===== config.mk =====
export PLATFORM = sky130hd
export DESIGN_NAME = whxoa_ctrl
export DESIGN_NICKNAME = d
export VERILOG_FILES = /design/src/whxoa_pkg.sv /design/src/whxoa_ctrl.sv
export SDC_FILE = /design/constraint.sdc
export NUM_CORES = 1
export LEC_CHECK = 0
export ABC_AREA = 1
export BUFFER_PORTS_ARGS = -buffer_cell sky130_fd_sc_hd__buf_4
export CAP_MARGIN = 10
export CORE_MARGIN = 8
export CORE_UTILIZATION = 48
export CTS_CLUSTER_DIAMETER = 40
export DETAILED_ROUTE_END_ITERATION = 10
export GPL_TIMING_DRIVEN = 0
export HOLD_SLACK_MARGIN = 0.08
export PLACE_DENSITY_LB_ADDON = 0.05
export SYNTH_ARGS = -nofsm -noshare
export SYNTH_HDL_FRONTEND = slang
export SYNTH_SLANG_ARGS = --single-unit

===== constraint.sdc =====
create_clock -name clk -period 4.7 [get_ports clk]
set_clock_uncertainty 0.15 [all_clocks]
set_input_delay 0.705 -clock clk [delete_from_list [all_inputs] [get_ports clk]]
set_output_delay 0.705 -clock clk [all_outputs]
set_load 0.05 [all_outputs]

===== src/whxoa_pkg.sv =====
// shared constants, types and helper functions of the walsh hadamard unit
`timescale 1ns / 1ps

package whxoa_pkg;

	localparam int MAX_LOG_SIZE = 6;
	localparam int SAMPLE_WIDTH = 32;
	localparam int SAMPLE_W     = 32;
	localparam int WORD_W       = 40;
	localparam int DEPTH        = 1 << MAX_LOG_SIZE;
	localparam int ADDR_W       = MAX_LOG_SIZE;
	localparam int CNT_W        = MAX_LOG_SIZE + 1;
	localparam int LOG_W        = 3;
	localparam int MODE_W       = 2;
	localparam int CFG_IDX_W    = 2;
	localparam int CFG_DATA_W   = 3;

	localparam logic [CFG_IDX_W-1:0] REG_MODE     = 2'd0;
	localparam logic [CFG_IDX_W-1:0] REG_INVERSE  = 2'd1;
	localparam logic [CFG_IDX_W-1:0] REG_LOG_SIZE = 2'd2;

	localparam logic [MODE_W-1:0] MODE_XOR = 2'd0;
	localparam logic [MODE_W-1:0] MODE_OR  = 2'd1;
	localparam logic [MODE_W-1:0] MODE_AND = 2'd2;

	localparam logic [LOG_W-1:0] LOG_SIZE_RST = 3'd6;
	localparam logic [LOG_W-1:0] MAX_LOG      = LOG_W'(MAX_LOG_SIZE);

	typedef struct packed {
		logic [MODE_W-1:0] mode;
		logic              inverse;
		logic [LOG_W-1:0]  log_size;
	} cfg_t;

	typedef struct packed {
		logic              load_wr;
		logic [ADDR_W-1:0] load_addr;
		logic              bf_rd;
		logic              bf_wr_j;
		logic              bf_wr_i;
		logic [LOG_W-1:0]  pass_k;
		logic [ADDR_W-1:0] bf_idx;
		logic              em_rd;
		logic              em_ld;
		logic [ADDR_W-1:0] em_addr;
		logic              em_last;
	} cmd_t;

	function automatic logic [LOG_W-1:0] sat_log(input logic [LOG_W-1:0] l);
		return (l > MAX_LOG) ? MAX_LOG : l;
	endfunction

	function automatic logic [WORD_W-1:0] ext_sample(input logic [SAMPLE_W-1:0] s);
		return {{(WORD_W - SAMPLE_WIDTH){s[SAMPLE_WIDTH-1]}}, s[SAMPLE_WIDTH-1:0]};
	endfunction

	// upper index of butterfly number idx in pass k: insert a one at bit k
	function automatic logic [ADDR_W-1:0] bf_upper(input logic [ADDR_W-1:0] idx,
			input logic [LOG_W-1:0] k);
		logic [ADDR_W-1:0] bit_k;
		logic [ADDR_W-1:0] low_mask;
		bit_k    = ADDR_W'(1) << k;
		low_mask = bit_k - ADDR_W'(1);
		return ((idx & ~low_mask) << 1) | bit_k | (idx & low_mask);
	endfunction

endpackage


===== src/whxoa_ctrl.sv =====
// sequencer for load, butterfly passes and emit of the walsh hadamard unit
`timescale 1ns / 1ps

module whxoa_ctrl (
	input  logic              clk,
	input  logic              arst_n,
	input  whxoa_pkg::cfg_t   cfg,
	input  logic              in_valid,
	output logic              in_stall,
	output logic              out_valid,
	input  logic              out_stall,
	output whxoa_pkg::cmd_t   cmd
);

	typedef enum logic [6:0] {
		S_LOAD   = 7'b0000001,
		S_RD     = 7'b0000010,
		S_WRJ    = 7'b0000100,
		S_WRI    = 7'b0001000,
		S_EM_RD  = 7'b0010000,
		S_EM_LD  = 7'b0100000,
		S_EM_OUT = 7'b1000000
	} state_t;

	state_t                             state_q;
	logic [whxoa_pkg::CNT_W-1:0]        load_cnt_q;
	logic [whxoa_pkg::LOG_W-1:0]        pass_q;
	logic [whxoa_pkg::ADDR_W-1:0]       idx_q;

	logic [whxoa_pkg::LOG_W-1:0]        lg;
	logic [whxoa_pkg::CNT_W-1:0]        n;
	logic [whxoa_pkg::ADDR_W-1:0]       half_m1;
	logic [whxoa_pkg::ADDR_W-1:0]       last_idx;
	logic [whxoa_pkg::CNT_W-1:0]        load_idx;
	logic [whxoa_pkg::CNT_W-1:0]        load_next;
	logic                               load_done;
	logic                               in_accept;

	always_comb begin
		lg        = whxoa_pkg::sat_log(cfg.log_size);
		n         = whxoa_pkg::CNT_W'(1) << lg;
		half_m1   = whxoa_pkg::ADDR_W'((n >> 1) - whxoa_pkg::CNT_W'(1));
		last_idx  = whxoa_pkg::ADDR_W'(n - whxoa_pkg::CNT_W'(1));
		// a shrunk size drops the partial vector
		load_idx  = (load_cnt_q >= n) ? '0 : load_cnt_q;
		load_next = load_idx + whxoa_pkg::CNT_W'(1);
		load_done = (load_next >= n);
		in_accept = in_valid && (state_q == S_LOAD);
	end

	assign in_stall  = (state_q != S_LOAD);
	assign out_valid = (state_q == S_EM_OUT);

	always_comb begin
		cmd.load_wr   = in_accept;
		cmd.load_addr = load_idx[whxoa_pkg::ADDR_W-1:0];
		cmd.bf_rd     = (state_q == S_RD);
		cmd.bf_wr_j   = (state_q == S_WRJ);
		cmd.bf_wr_i   = (state_q == S_WRI);
		cmd.pass_k    = pass_q;
		cmd.bf_idx    = idx_q;
		cmd.em_rd     = (state_q == S_EM_RD);
		cmd.em_ld     = (state_q == S_EM_LD);
		cmd.em_addr   = idx_q;
		cmd.em_last   = (idx_q == last_idx);
	end

	always_ff @(posedge clk or negedge arst_n) begin
		if (!arst_n) begin
			state_q    <= S_LOAD;
			load_cnt_q <= '0;
			pass_q     <= '0;
			idx_q      <= '0;
		end else begin
			unique case (state_q)
				S_LOAD: begin
					if (in_valid) begin
						if (load_done) begin
							load_cnt_q <= '0;
							pass_q     <= '0;
							idx_q      <= '0;
							state_q    <= (lg == '0) ? S_EM_RD : S_RD;
						end else begin
							load_cnt_q <= load_next;
						end
					end
				end
				S_RD: state_q <= S_WRJ;
				S_WRJ: state_q <= S_WRI;
				S_WRI: begin
					if (idx_q == half_m1) begin
						idx_q <= '0;
						if (pass_q == lg - whxoa_pkg::LOG_W'(1)) begin
							state_q <= S_EM_RD;
						end else begin
							pass_q  <= pass_q + whxoa_pkg::LOG_W'(1);
							state_q <= S_RD;
						end
					end else begin
						idx_q   <= idx_q + whxoa_pkg::ADDR_W'(1);
						state_q <= S_RD;
					end
				end
				S_EM_RD: state_q <= S_EM_LD;
				S_EM_LD: state_q <= S_EM_OUT;
				S_EM_OUT: begin
					if (!out_stall) begin
						if (idx_q == last_idx) begin
							idx_q   <= '0;
							state_q <= S_LOAD;
						end else begin
							idx_q   <= idx_q + whxoa_pkg::ADDR_W'(1);
							state_q <= S_EM_RD;
						end
					end
				end
				default: state_q <= S_LOAD;
			endcase
		end
	end

endmodule


* After elaboration in Yosys (flattened, before gate mapping)
Cells that the tools add are included.
Widths: inputs -> output; s select.
** Cells by class
- Reduce and logical (&&, ||, !) cells :: 8
- $lt $le $gt $ge :: 3
- Shift-type cells :: 1
- Add/subtract/negate cells :: 6
- Mux-type cells :: 22
- Eq/ne operators :: 16
** Operators by type and width (number)
- $pmux 7 s7 :: 1
- $mux 7 :: 6
- $mux 6 :: 5
- $pmux 6 s3 :: 1
- $mux 3 :: 5
- $mux 5 :: 3
- $ge 7x7->1 :: 2
- $eq 6x6->1 :: 2
- $sub 6x1->6 const B :: 2
- $ne 2x2->1 const B :: 4
- $add 7x1->7 const B :: 1
- $eq 7x1->1 const B :: 1
- $eq 7x2->1 const B :: 1
- $eq 7x3->1 const B :: 1
- $eq 7x4->1 const B :: 1
- $eq 7x5->1 const B :: 1
- $eq 7x6->1 const B :: 1
- $eq 7x7->1 const B :: 1
- $ne 7x1->1 const B :: 1
- $shl 1x3->7 const A :: 1
- $add 6x1->6 const B :: 1
- $pmux 3 s2 :: 1
- $reduce_and 5->1 :: 1
- $reduce_and 4->1 :: 1
- 11 further kinds :: 11
** Word-level totals
- Register bits after elaboration :: 23
- Output and inout port bits :: 30
- Input bits :: 10
- Logic and storage cells :: 60

* Logic depth before layout (Yosys ltp)
- Depth after elaboration :: 10
- Mapped depth :: 29
- Depth with buffers taken out :: 28

* Least setup slack after synthesis
OpenSTA, ideal clock, no wires.
- Kind :: input-to-reg
- Start :: in cfg[1] (netlist name)
- End :: reg idx_q[4] (netlist name)
- Library setup time :: 130 ps
- Path buffers :: 2
- Slack :: -273 ps
- Data required time :: 4420 ps
- Cell stages on the path :: 23
- Arrival time :: 4693 ps
- Cells stage by stage :: ha_1 nor2_4 nand3_1 ha_1 a21oi_1 o21ai_0 nand2_1 nand3_1 buf_2 nor2_1 ha_1 nand2_1 xor2_1 inv_1 ha_1 a21oi_1 o21a_1 nand4_2 nand3_1 nor2_1 buf_4 nand3_1 o21ai_0
** RTL lines
- start: declaration :: line whxoa_ctrl.sv:7 : input whxoa_pkg::cfg_t cfg,
- end signal: assignment :: line whxoa_ctrl.sv:100 : idx_q <= idx_q + whxoa_pkg::ADDR_W'(1);
- end signal: assignment :: line whxoa_ctrl.sv:112 : idx_q <= idx_q + whxoa_pkg::ADDR_W'(1);
- end: declaration :: line whxoa_ctrl.sv:28 : logic [whxoa_pkg::ADDR_W-1:0] idx_q;

* Worst setup path in the final report
- Start :: in cfg[1] (netlist name)
- End :: reg load_cnt_q[4] (netlist name)
** Between the ends
- Longest elaborated chain between the ends :: 8
** RTL lines
- $gt 3x3->1 :: line whxoa_pkg.sv:50 : return (l > MAX_LOG) ? MAX_LOG : l;
- $mux 3 (*) :: line whxoa_pkg.sv:50
- $shl 1x3->7 (*) :: line whxoa_ctrl.sv:41 : n = whxoa_pkg::CNT_W'(1) << lg;
- $ge 7x7->1 :: line whxoa_ctrl.sv:45 : load_idx = (load_cnt_q >= n) ? '0 : load_cnt_q;
- $mux 7 :: line whxoa_ctrl.sv:45
- $add 7x1->7 :: line whxoa_ctrl.sv:46 : load_next = load_idx + whxoa_pkg::CNT_W'(1);
- $ge 7x7->1 :: line whxoa_ctrl.sv:47 : load_done = (load_next >= n);
- $mux 7 (*) :: line whxoa_ctrl.sv:78 : if (load_done) begin
- end signal: assignment :: line whxoa_ctrl.sv:84 : load_cnt_q <= load_next;
- end: declaration :: line whxoa_ctrl.sv:26 : logic [whxoa_pkg::CNT_W-1:0] load_cnt_q;
Mark *: on every way between the ends. The rest lies on a longest branch, timed or not.
A chain may end at the register's enable or synchronous reset.

==> results_dict.tcl <==
set metrics [dict create \
    grt_max_degree 24 \
    clk_latency_ns 0.27 \
    ir_worst_vdd_mv 0.188 \
    reg2reg_depth 18 \
    fin_util_pct 59.2 \
    io-pin-count 40 \
    fill_cells 483 \
    combPwrFrac_pct 63.0 \
    p_total_uw 1000 \
    area_delta_synth_final_pct 20.6 \
    place_ws_ns -0.434 \
    synth_fp_nets 369 \
    die_area_mm2 0.00719 \
    diodes 0 \
    r2r-start "load_cnt_q[2]" \
    dieHeight_um 84.8 \
    min_path_type "input pin to async pin" \
    postCtsHoldBufs 0 \
    pwr-share-seq_pct 23.9 \
    max_slew_margin_pct 68.1 \
    synth-xor-area-share_pct 5.40 \
    numPortBuffers 36 \
    htree_levels 1 \
    muxShareOfSynthArea_pct 0 \
    nets 412 \
    grt_pass1_vias 2137 \
    synth_compound_area_share_pct 7.99 \
    critPathArrivalTime_ns 4.43 \
    gp_congestion 0.825 \
    dr.pass1.iters 4 \
    syn_area_mm2 0.00227 \
    r2r_slack_ns 1.06 \
    p_leak_uw 0.00148 \
    max_cap_violations 0 \
    drc 0 \
    cts.sinks 23 \
    clkTransAtPathRegs_ns 0.09 \
    cts_tree "yes" \
    post-route-worst-setup-slack_ns 0.316 \
    fin_worst_hold_slack_ns 0.161 \
    grt_util_all_layers_pct 15.6 \
    timing.fmax_mhz 228 \
    synth_top_family_by_area "simple AND/OR/NAND/NOR gates" \
    synth_fa_ha_area_share_pct 13.2 \
    drtAntennaViolNets 0 \
    fin_crit_ns 4.38 \
    worst_pin_slew_ns 0.477 \
    path_class "input pin to register" \
    ys_seq_elements 23 \
    ys_types 30 \
    dieWidth_um 84.8 \
    grt_overflow 0 \
    intPower_uw 489 \
    r2r-end "load_cnt_q[4]" \
    drt_iter0_markers 80 \
    core_area_mm2 0.00463 \
    clockBufferDepth 2 \
    synth_warnings 0 \
    root_buffer "clkbuf_8" \
    status "completed" \
    clockPowerShare_pct 13.1 \
    multi_input_area_mm2 0.00148 \
    via_per_inst 5.16 \
    start_kind "input pin" \
    syn_inst 335 \
    drive_above_1_share_pct 20.7 \
    grt_pass1_wl_um 9300 \
    crit_path_max_fanout 11 \
    swShare_pct 51.1 \
    syn_avg_cell_area_um2 6.78 \
    endpoint_kind "register" \
    synth_seq_area_share_pct 25.4 \
    wl_per_cell_um 13.0 \
    routed_wl_um 5610 \
    vias 2223 \
    numCtsBuffers 3 \
    seq_area_um2 577 \
    synth_simple_gate_area_share_pct 35.7 \
    cellPowerDensity_mw_per_mm2 365 \
    final.period_utilization_pct 93.3 \
    worstPathRequired_ns 4.74 \
    maxSlewViolCount 0 \
    finalSetupViolations 0 \
    detailed_place_hpwl_um 4560 \
    rows 25 \
    antenna_found_initial 0 \
    finalHoldViolations 0 \
    p_sw_uw 511 \
    initial_utilization_pct 49.1 \
]
-- Yosys cell counts --
| master | count | area share, % |
|---|---|---|
| nand3_1 | 31 | 6.8 |
| o21ai_1 | 2 | 0.44 |
| nor3b_1 | 1 | 0.33 |
| nand4_2 | 1 | 0.55 |
| nor4_1 | 3 | 0.83 |
| buf_4 | 8 | 2.6 |
| dfstp_2 | 1 | 1.2 |
| nand3b_1 | 2 | 0.66 |
| nor3_1 | 4 | 0.88 |
| nand2_2 | 6 | 1.7 |
| xnor2_1 | 5 | 1.9 |
| nor4_4 | 1 | 0.94 |
| o21ai_0 | 13 | 2.9 |
| nand4_1 | 11 | 3.0 |
| a21oi_1 | 12 | 2.6 |
| buf_2 | 1 | 0.22 |
| nor2_1 | 32 | 5.3 |
| nand3_2 | 1 | 0.44 |
| ha_1 | 24 | 13 |
| nor2_2 | 2 | 0.55 |
| dfrtp_1 | 22 | 24 |
| o21a_1 | 2 | 0.66 |
| nand2_1 | 77 | 13 |
| clkbuf_1 | 1 | 0.17 |
| xor2_1 | 9 | 3.5 |
| inv_2 | 3 | 0.50 |
| inv_1 | 53 | 8.8 |
| a31oi_1 | 2 | 0.55 |
| nor2_4 | 2 | 0.99 |
| o22ai_1 | 3 | 0.83 |
-- metrics by stage --
step                      cells  area, um^2  setup TNS (ns)
after detailed placement    425        2610           -4.94
after global placement      425        2610           -4.08
after CTS                   429        2670               0
final                       431        2740               0
after global routing        431        2740          -0.136
after floorplan             335        2280               0
-- power by group through the flow --
stage,combinational [uW],sequential (uW),clock [uW]
detailed placement,583,243,0
CTS,588,239,137
finish,630,239,131
global placement,572,243,0
floorplan,439,241,0
global route,700,242,141
-- critical path: stages --
cell	delay, ns
buf_4	0.16
ha_2	0.23
nor2_4	0.20
nand3_4	0.14
ha_1	0.33
a21oi_1	0.15
o21ai_0	0.11
nand2_1	0.07
nand3_1	0.11
buf_4	0.20
nor2_2	0.16
ha_4	0.18
nand2_1	0.06
xor2_1	0.20
inv_1	0.08
ha_1	0.32
a21oi_1	0.15
o21a_1	0.17
nand4_4	0.14
nor2_2	0.23
inv_1	0.14
o21ai_0	0.19
-- metal layers --
| layer | up-vias | global-route usage (%) | routed length (um) |
|---|---|---|---|
| li1 | 1161 | - | - |
| met1 | 1019 | 18.5 | 2570 |
| met2 | 38 | 28.1 | 2780 |
| met3 | 5 | 2.93 | 218 |
| met4 | 0 | 3.56 | 46 |
| met5 | - | 0 | 0 |
-- worst max-delay path by stage --
stage | start | cells after the start | end
after floorplan | cfg[1] | 23 | idx_q[4]
after global placement | cfg[1] | 22 | load_cnt_q[4]
after detailed placement | cfg[1] | 23 | load_cnt_q[4]
after CTS | cfg[1] | 25 | idx_q[2]
after global routing | cfg[1] | 24 | idx_q[2]
final | cfg[1] | 22 | load_cnt_q[4]
-- layout make-up --
type / count / area share (%)
multi-input combinational: 246 / 54.1
sequential: 23 / 21.1
buffer: 10 / 2.60
clock inverter: 1 / 0.183
tap: 54 / 2.47
clock buffer: 3 / 1.51
inverter: 56 / 7.67
timing repair buffer: 38 / 10.4
-- layout by cell type (no fill, tap or decap), types with 2 or more instances in the layout --
cell type	n
nand2_2	6
o21a_1	2
nor3_1	4
nor4_1	3
a21oi_1	12
inv_1	53
xor2_1	8
nand2_1	77
clkbuf_8	3
nand3_2	2
nand4_1	11
buf_4	47
dfrtp_1	22
o21ai_1	2
o22ai_1	3
inv_2	3
nor2_4	3
ha_1	22
nand3_1	29
a31oi_1	2
nor2_1	27
xnor2_1	5
nand3b_1	2
nor2_2	6
o21ai_0	13
-- what timing repair did --
item	in CTS	in global routing
buffers inserted	0	2
gates cloned	0	0
gates resized for setup	2	12
pin swaps	0	2
endpoints found under the setup margin	9	19
-- logic make-up after synthesis --
logic type | after synthesis
AND/OR/NAND/NOR | 174
buffers and inverters | 66
AO/OA/AOI/OAI | 34
adder cells (fa/ha/maj) | 24
flip-flops | 23
XOR/XNOR | 14
-- sequential cells by signal, indices dropped and copies added, names as in the netlist --
| signal | count |
|---|---|
| load_cnt_q | 7 |
| state_q | 7 |
| idx_q | 6 |
| pass_q | 3 |
No activity file was read; power rests on OpenSTA's default activity.
